File: src/rtl/core/tlbl_pkg.sv
// ----------------------------------------------------------------------------
// tlbl_pkg
// Shared constants and command/status types of the translation block.
// ----------------------------------------------------------------------------
package tlbl_pkg;

    localparam int TLB_ENTRIES = 16;
    localparam int NUM_FRAMES  = 128;
    localparam int OFFSET_BITS = 8;
    localparam int AGE_BITS    = 16;

    localparam int ADDR_W = 16;
    localparam int PAGE_W = 8;
    localparam int PA_W   = 15;
    localparam int LF_W   = 7;

    // Commands from the controller to the datapath.
    typedef struct packed {
        logic load;    // capture a new address
        logic lookup;  // resolve the page, register the result, update TLB, frame tables and count
        logic scan;    // step the frame search/victim scan
        logic scan_start;
    } tlbl_cmd_t;

    // Status from the datapath to the controller.
    typedef struct packed {
        logic tlb_hit;
        logic scan_done;
    } tlbl_sts_t;

endpackage

File: src/rtl/core/tlbl_ctrl.sv
// ----------------------------------------------------------------------------
// tlbl_ctrl
// Controller: handshakes and sequencing of the lookup and scan.
// ----------------------------------------------------------------------------
module tlbl_ctrl (
    input  logic                clk,
    input  logic                rst_n,
    input  logic                s_tvalid,
    output logic                s_tready,
    output logic                m_tvalid,
    input  logic                m_tready,
    output tlbl_pkg::tlbl_cmd_t cmd,
    input  tlbl_pkg::tlbl_sts_t sts
);
    localparam logic [1:0] ST_IDLE = 2'd0;
    localparam logic [1:0] ST_TLB  = 2'd1;
    localparam logic [1:0] ST_SCAN = 2'd2;
    localparam logic [1:0] ST_DONE = 2'd3;

    logic [1:0] state_reg, state_next;
    logic       out_valid_reg, out_valid_next;

    // A new item may enter whenever no lookup is running; a waiting result
    // only holds the next item back in the done state.
    assign s_tready = (state_reg == ST_IDLE);
    assign m_tvalid = out_valid_reg;

    always_comb
    begin
        state_next     = state_reg;
        out_valid_next = out_valid_reg && !m_tready;
        cmd            = '0;
        case (state_reg)
            ST_IDLE:
            begin
                if (s_tvalid && s_tready)
                begin
                    cmd.load   = 1'b1;
                    state_next = ST_TLB;
                end
            end
            ST_TLB:
            begin
                if (sts.tlb_hit)
                    state_next = ST_DONE;
                else
                begin
                    cmd.scan_start = 1'b1;
                    state_next     = ST_SCAN;
                end
            end
            ST_SCAN:
            begin
                cmd.scan = 1'b1;
                if (sts.scan_done)
                    state_next = ST_DONE;
            end
            ST_DONE:
            begin
                if (!out_valid_reg || m_tready)
                begin
                    cmd.lookup     = 1'b1;
                    out_valid_next = 1'b1;
                    state_next     = ST_IDLE;
                end
            end
            default:
                state_next = ST_IDLE;
        endcase
    end

    always_ff @(posedge clk or negedge rst_n)
    begin
        if (!rst_n)
        begin
            state_reg     <= ST_IDLE;
            out_valid_reg <= 1'b0;
        end
        else
        begin
            state_reg     <= state_next;
            out_valid_reg <= out_valid_next;
        end
    end
endmodule

File: config.mk
export PLATFORM = sky130hd
export DESIGN_NAME = tlbl_ctrl
export DESIGN_NICKNAME = d
export VERILOG_FILES = /design/src/rtl/core/tlbl_pkg.sv /design/src/rtl/core/tlbl_ctrl.sv
export SDC_FILE = /design/constraint.sdc
export NUM_CORES = 1
export LEC_CHECK = 0
export BUFFER_PORTS_ARGS = -buffer_cell sky130_fd_sc_hd__buf_2
export CAP_MARGIN = 20
export CORE_AREA = 3 3 40 42
export CTS_CLUSTER_SIZE = 25
export DETAILED_ROUTE_END_ITERATION = 8
export DIE_AREA = 0 0 43 45
export PLACE_DENSITY_LB_ADDON = 0.3
export SETUP_SLACK_MARGIN = 0.05
export SKIP_CTS_REPAIR_TIMING = 1
export SLEW_MARGIN = 40
export SYNTH_ARGS = -nofsm -noshare
export SYNTH_HDL_FRONTEND = slang
export SYNTH_SLANG_ARGS = --single-unit
File: constraint.sdc
create_clock -name clk -period 1.8 [get_ports clk]
set_clock_uncertainty 0.2 [all_clocks]
set_input_delay 0.18 -clock clk [delete_from_list [all_inputs] [get_ports clk]]
set_output_delay 0.18 -clock clk [all_outputs]
set_load 0.01 [all_outputs]
# Word-level counts from Yosys, hierarchy flattened

Cells that the tools add are included.
W data, S select, Z words.

Equal/unequal tests: 6
Muxes and demuxes: 14
Reduce and logical (&&, ||, !) cells: 7

Operator list:

| cell                 | number |
|---|---|
| $mux W1              | 10 |
| $pmux W2 S4          | 1 |
| $mux W2              | 3 |
| $eq A2 B2 Y1 const B | 2 |
| $ne A2 B2 Y1 const B | 2 |
| $reduce_and A3 Y1    | 1 |
| $eq A2 B1 Y1 const B | 1 |
| $logic_and A1 B1 Y1  | 2 |
| $logic_not A1 Y1     | 2 |
| $logic_not A2 Y1     | 1 |
| $ne A2 B1 Y1 const B | 1 |
| $logic_or A1 B1 Y1   | 1 |

Flip-flop bits (word level): 3
Word-level logic and storage cells: 29

# Longest topological paths before layout

Gate-level depths: netlist (run 1).

Depth after elaboration: 4
Depth in mapped cells: 5
Depth with buffers taken out: 5

# Least setup slack after synthesis (run 1)

OpenSTA, ideal clock, no wires.

Path type: reg2reg
Start: reg state_reg[0]
End: reg state_reg[1]
Setup time: 0.125 ns
Arrival: 1.311 ns
Required time: 1.475 ns
Setup slack: 0.164 ns
Cell stages (with the launch flop): 6
Buffers on the path: 0
Period minus slack after synthesis: 1.636 ns
Path through: dfrtp_1 inv_1 ha_1 inv_1 o221ai_4 mux2_4

Cells in the longest elaborated chain, start to end: 4
Elaborated cells on any way between the ends: 10
Those cells by class: eq/ne: 6; mux: 1; reduce/logical: 3

Ends and longest elaborated chain:

| what                        | RTL line                         | source |
|---|---|---|
| from (decl)                 | tlbl_ctrl.sv:20                  | `logic [1:0] state_reg, state_next;` |
| from (signal assigned)      | tlbl_ctrl.sv:81                  | `state_reg <= state_next;` |
| $logic_not A2 Y1            | tlbl_ctrl.sv:25, tlbl_ctrl.sv:33 |  |
| $logic_and A1 B1 Y1         | tlbl_ctrl.sv:36                  | `if (s_tvalid && s_tready)` |
| $ne A2 B1 Y1 (no line)      | --                               |  |
| $reduce_and A3 Y1 (no line) | --                               |  |

Parallel ways exist; a longest one is shown, timed or not.
A chain may end at the register's enable or synchronous reset.

# Worst setup path after layout (run 1)

Same ends and word-level chain as after synthesis.

==> run summary, run 1 <==
Critical path peak fanout - 4
TritonCTS clock tree - built
Worst path arrival time - 1.55 ns
Cells after DPL - 48
Fill cells - 140
PD cells - 1720 nW/µm²
Fin. Hold Viols - 0
Root buffer cell - clkbuf_4
Max-Cap Viols - 0
Achievable Freq - 0.611 GHz
Seq/Total Area, Yosys - 0.302
WS Path Type - reg -> reg
Routed WL - 493 µm
Crit path max-delay family - flip-flops
GR peak layer - met2
Fin crit period - 1.64 ns
IO Pins - 12
P_leak - 0.196 nW
Grt met3 use - 0.0120
Mapped cell area - 249 µm²
Worst-Margin Slew - 0.195 ns
Final setup viols - 0
Crit. End Element - flip-flop
Crit-path slowest cell - dfrtp_1
Setup crit start kind - flip-flop
Max Buffers Root-to-Sink - 2
Most frequent cells in the layout - buf_2 (11), inv_1 (4), ha_1 (4), clkbuf_4 (3), dfrtp_1 (3)
Req. time, crit path - 1.71 ns
Internal power - 0.371 mW
Global-route wire length before repair - 779 µm
Worst r2r src - state_reg[0]
Initial antenna violation count - 0
Status - finished, final reports clean
Slew headroom - 0.870
Starting Density - 0.194
Total CTS buffers - 3
Via count - 194
Most common cell after layout, fill and taps aside - buf_2
Grt met2 use - 0.0749
Final Non-Filler Cells - 53
Critical-path cell list - inv_1 -> ha_1 -> inv_1 -> o221ai_4 -> mux2_4
Die X - 43 µm
Vias in the first global route - 198
Switching power total - 0.246 mW
Worst slack, placed - 0.159 ns
Routability-driven placement congestion ratio - 0.643
Clk pwr share - 0.189
Die H - 45 µm
Reg2Reg Setup Slack - 0.16 ns
Layout area overhead - 44.2%
Die area - 1940 µm²
Max-slew violations - 0
Largest net degree at the start of global routing - 6
Hold Crit Class - in -> reg
CTS H-Tree Depth - 1
Max FFs per register - 2
PortBufs - 11
Setup ws final - 0.164 ns
Crit path to - state_reg[1]
R2r worst-path depth - 5
Synth warn - 0
Clock-pin slew on the worst setup and hold paths - 0.04 ns
Peak VDD IR - 560 µV
Syn_nets - 32
Core region area - 1280 µm²
Syn Inst Count - 22
Ant diodes - 0
Placement Rows - 13
Drt via density - 3.66
Final ANT Viol Nets - 0
Worst Setup SP - state_reg[0]
DRC viols - 0
Layout cell share with drive strength beyond 1 - 0.474
Switch share - 0.399
Initial DRC Count - 0
Total track usage - 0.0584
#FFs+latches synth - 3
Mapped Avg Cell Area - 11.3 µm²
Buf/Inv on CP - 2
Clock Latency Late Sink - 0.23 ns
Layout Nets - 49
Grt total ovfl - 0
Routed len/inst - 9.30 µm
Yosys cell types - 14
Pre-Repair DR Iteration Count - 1
Sinks on the clock net - 3
Worst hold stages - 3
Sequential Power Share - 0.240
Terminus of the critical flop-to-flop path - state_reg[1]
RSZ-0062 raised after global routing - false
Met1 usage - 0.0728
Period utilisation layout - 0.909
Setup_tns - 0 ns
CP dominant cell by count - inv_1
Critical Path Stages - 5
Crit path largest cell delay - 0.41 ns
Power share of the combinational group - 0.571
synth_stat cells (all sizes together):
master	instances	area share
ha	4	0.20
inv	4	0.060
dfrtp	3	0.30
and2	2	0.055
nand2b	2	0.080
a211oi	1	0.030
and3	1	0.025
mux2	1	0.060
mux2i	1	0.040
nand2	1	0.015
nor2b	1	0.025
o221ai	1	0.11
power groups by stage:
stage / Sequential (mW) / Combinational, mW / Clock [mW]
after floorplan: 0.144 / 0.263 / 0
after global placement: 0.150 / 0.358 / 0
after detailed placement: 0.150 / 0.354 / 0
after CTS: 0.149 / 0.359 / 0.124
after global routing: 0.154 / 0.398 / 0.127
final: 0.148 / 0.352 / 0.116
through the flow:
stage,hold slack [ns],total power [mW],cell area (µm²),util
final,0.0535,0.617,359,0.279
after global routing,0.0528,0.679,359,0.279
after CTS,-0.473,0.632,349,0.272
after detailed placement,-0.222,0.504,323,0.251
after global placement,-0.221,0.507,323,0.251
after floorplan,-0.316,0.407,249,-
tightest hold or removal path, delay by kind of cell:
kind	cells	cell delay, ns
and+or+nand+nor	2	0.18
buffers and inverters	1	0.08
area by class of cell:
type                       instances  area [µm²]  area share
clock buffer                       4        26.3      0.0732
inverter                           4        15.0      0.0418
multi-input combinational         15         159       0.443
sequential                         3        75.1       0.209
tap                               15        18.8      0.0523
timing repair buffer              12        65.1       0.181
layer usage:
layer  share of wire  vias up
met2            0.47        8
met5               0        -
met1            0.45       83
met3           0.077        0
met4               0        0
li1                -      103
cell families (layout without fill, tap and decap cells):
| logic type | count (synthesis) | after routing | share of synthesized area |
|---|---|---|---|
| buffers and inverters | 4 | 20 | 0.0603 |
| muxes | 2 | 2 | 0.100 |
| DFF | 3 | 3 | 0.301 |
| adders and majority gates | 4 | 4 | 0.201 |
| and+or+nand+nor | 7 | 7 | 0.201 |
| AOI/OAI and AO/OA | 2 | 2 | 0.136 |
how the worst min path moves through the flow:
| stage | startpoint | to | slack (ns) |
|---|---|---|---|
| finish | m_tready | m_tvalid | 0.05 |
| global route | m_tready | m_tvalid | 0.05 |
| CTS | rst_n | state_reg[0] | -0.47 |
| detailed placement | rst_n | m_tvalid | -0.22 |
| global placement | rst_n | m_tvalid | -0.22 |
| floorplan | rst_n | m_tvalid | -0.32 |
Note: power is estimated with default switching activity, not from simulation.
==> inputs of run 2 (changes only) <==
--- a/config.mk
+++ b/config.mk
@@ -6,7 +6,6 @@
 export NUM_CORES = 1
 export LEC_CHECK = 0
 export BUFFER_PORTS_ARGS = -buffer_cell sky130_fd_sc_hd__buf_2
-export CAP_MARGIN = 20
 export CORE_AREA = 3 3 40 42
 export CTS_CLUSTER_SIZE = 25
 export DETAILED_ROUTE_END_ITERATION = 8
@@ -18,3 +17,4 @@
 export SYNTH_ARGS = -nofsm -noshare
 export SYNTH_HDL_FRONTEND = slang
 export SYNTH_SLANG_ARGS = --single-unit
+export TNS_END_PERCENT = 10
==> constraint.sdc (replaced) <==
create_clock -name clk -period 1.8 [get_ports clk]
set_clock_uncertainty 0.2 [all_clocks]
set_input_delay 0.09 -clock clk [delete_from_list [all_inputs] [get_ports clk]]
set_output_delay 0.09 -clock clk [all_outputs]
set_load 0.01 [all_outputs]
==> run summary, run 2 (same netlist as run 1, synthesis figures left out) <==
Status - finished, final reports clean
Worst path arrival time - 1.55 ns (about the same)
Design Power - 0.620 mW (+0.52%)
Util after Layout - 0.295 (+0.0156)
Crit path largest cell delay - 0.41 ns (about the same)
Critical-path cell list - inv_1 -> ha_1 -> inv_1 -> o221ai_4 -> mux2_4
Root buffer cell - clkbuf_4
PD cells - 1630 nW/µm² (-4.8%)
Largest net degree at the start of global routing - 6 (unchanged)
Starting Density - 0.194 (unchanged)
Pre-Repair DR Iteration Count - 1 (unchanged)
Initial DRC Count - 0 (unchanged)
PortBufs - 11 (unchanged)
Layout area overhead - 52.3%
WS Path Type - reg -> reg
Worst slack, placed - 0.159 ns (unchanged)
Fin crit period - 1.64 ns (+0.000547 ns)
Max-Cap Viols - 0 (unchanged)
Achievable Freq - 0.611 GHz (about the same)
Clock-pin slew on the worst setup and hold paths - 0.04 ns (about the same)
Core region area - 1280 µm² (unchanged)
Placement Rows - 13 (unchanged)
Final instance area - 379 µm² (+5.6%)
Final setup viols - 0 (unchanged)
Cells after DPL - 48 (unchanged)
TritonCTS clock tree - built
Most frequent cells in the layout - buf_2 (11), inv_1 (4), ha_1 (4)
Max FFs per register - 2 (unchanged)
Layout cell share with drive strength beyond 1 - 0.450 (-0.0237)
Period utilisation layout - 0.909 (about the same)
Most common cell after layout, fill and taps aside - buf_2
CP dominant cell by count - inv_1
Final ANT Viol Nets - 0 (unchanged)
Routability-driven placement congestion ratio - 0.643 (unchanged)
Routed len/inst - 9.02 µm (-3.0%)
Multi-input logic area - 159 µm² (unchanged)
Max Buffers Root-to-Sink - 2 (unchanged)
Ant diodes - 0 (unchanged)
Worst-Margin Slew - 0.195 ns (unchanged)
Worst hold slack - 0.0458 ns (-0.00769 ns)
Setup_tns - 0 ns (unchanged)
Peak VDD IR - 560 µV (about the same)
IO Pins - 12 (unchanged)
Die H - 45 µm (unchanged)
Crit-path slowest cell - dfrtp_1
Total track usage - 0.0584 (unchanged)
Crit. End Element - flip-flop
Buf/Inv on CP - 2 (unchanged)
Fin. Hold Viols - 0 (unchanged)
Crit path max-delay family - flip-flops
Fill cells - 139 (-0.71%)
DRC viols - 0 (unchanged)
Grt total ovfl - 0 (unchanged)
Hold Crit Class - in -> reg
Setup crit start kind - flip-flop
Global-route wire length before repair - 779 µm (unchanged)
Sinks on the clock net - 3 (unchanged)
P_leak - 0.205 nW (+4.3%)
Initial antenna violation count - 0 (unchanged)
RSZ-0062 raised after global routing - false
Max-slew violations - 0 (unchanged)
Vias in the first global route - 198 (unchanged)
Req. time, crit path - 1.71 ns (about the same)
Total CTS buffers - 3 (unchanged)
CTS H-Tree Depth - 1 (unchanged)
Die X - 43 µm (unchanged)
Placed instance area - 323 µm² (unchanged)
Register area - 75.1 µm² (unchanged)
Die area - 1940 µm² (unchanged)
Final Non-Filler Cells - 55 (+3.8%)
Via count - 204 (+5.2%)
Layout Nets - 51 (+4.1%)
Slew headroom - 0.870 (unchanged)
Setup ws final - 0.164 ns (-0.000547 ns)
Routed WL - 496 µm (+0.61%)
Drt via density - 3.71 (+1.3%)
Clock Latency Late Sink - 0.23 ns (about the same)
Critical path peak fanout - 4 (unchanged)
-- run 2: cell count changes in the layout (fill, tap and decap cells not counted), sizes merged --
cell,delta
dlygate4sd3,+2
-- run 2: report_power, final --
group	total (mW)	leakage [nW]	switching [mW]	internal (mW)
registers	0.148	0.0356	0.0425	0.105
logic	0.355	0.154	0.170	0.185
clock network	0.116	0.0150	0.0334	0.0830
-- run 2: cell type report --
cell class / instances / area share
Clock buffer: 4 / 0.0693
Inverter: 4 / 0.0396
Multi-Input combinational cell: 15 / 0.419
Sequential cell: 3 / 0.198
Tap cell: 15 / 0.0495
Timing Repair Buffer: 14 / 0.224
-- run 2: path summary, 6_finish.rpt --
kind | cells after the start | slack (ns) | to | from
setup / recovery | 5 | 0.16 | state_reg[1] | state_reg[0]
hold / removal | 3 | 0.05 | state_reg[0] | sts[0]
setup reg to reg | 5 | 0.16 | state_reg[1] | state_reg[0]
hold reg to reg | 2 | 0.35 | m_tvalid | m_tvalid
max in group asynchronous | 3 | 0.73 | m_tvalid | rst_n
min in group asynchronous | 3 | 0.53 | state_reg[0] | rst_n
-- run 2: layer usage --
| metal | part of all wire | wire length [µm] | track usage | up-vias |
|---|---|---|---|---|
| met2 | 0.48 | 236 | 0.0749 | 8 |
| met4 | 0 | 0 | 0.0723 | 0 |
| met5 | 0 | 0 | 0 | - |
| met1 | 0.45 | 221 | 0.0728 | 89 |
| li1 | - | - | - | 107 |
| met3 | 0.079 | 39 | 0.0120 | 0 |
-- run 2: worst min-delay path: stages --
cell and delay, ns:
buf_2 0.10, o221ai_4 0.11, mux2i_1 0.13
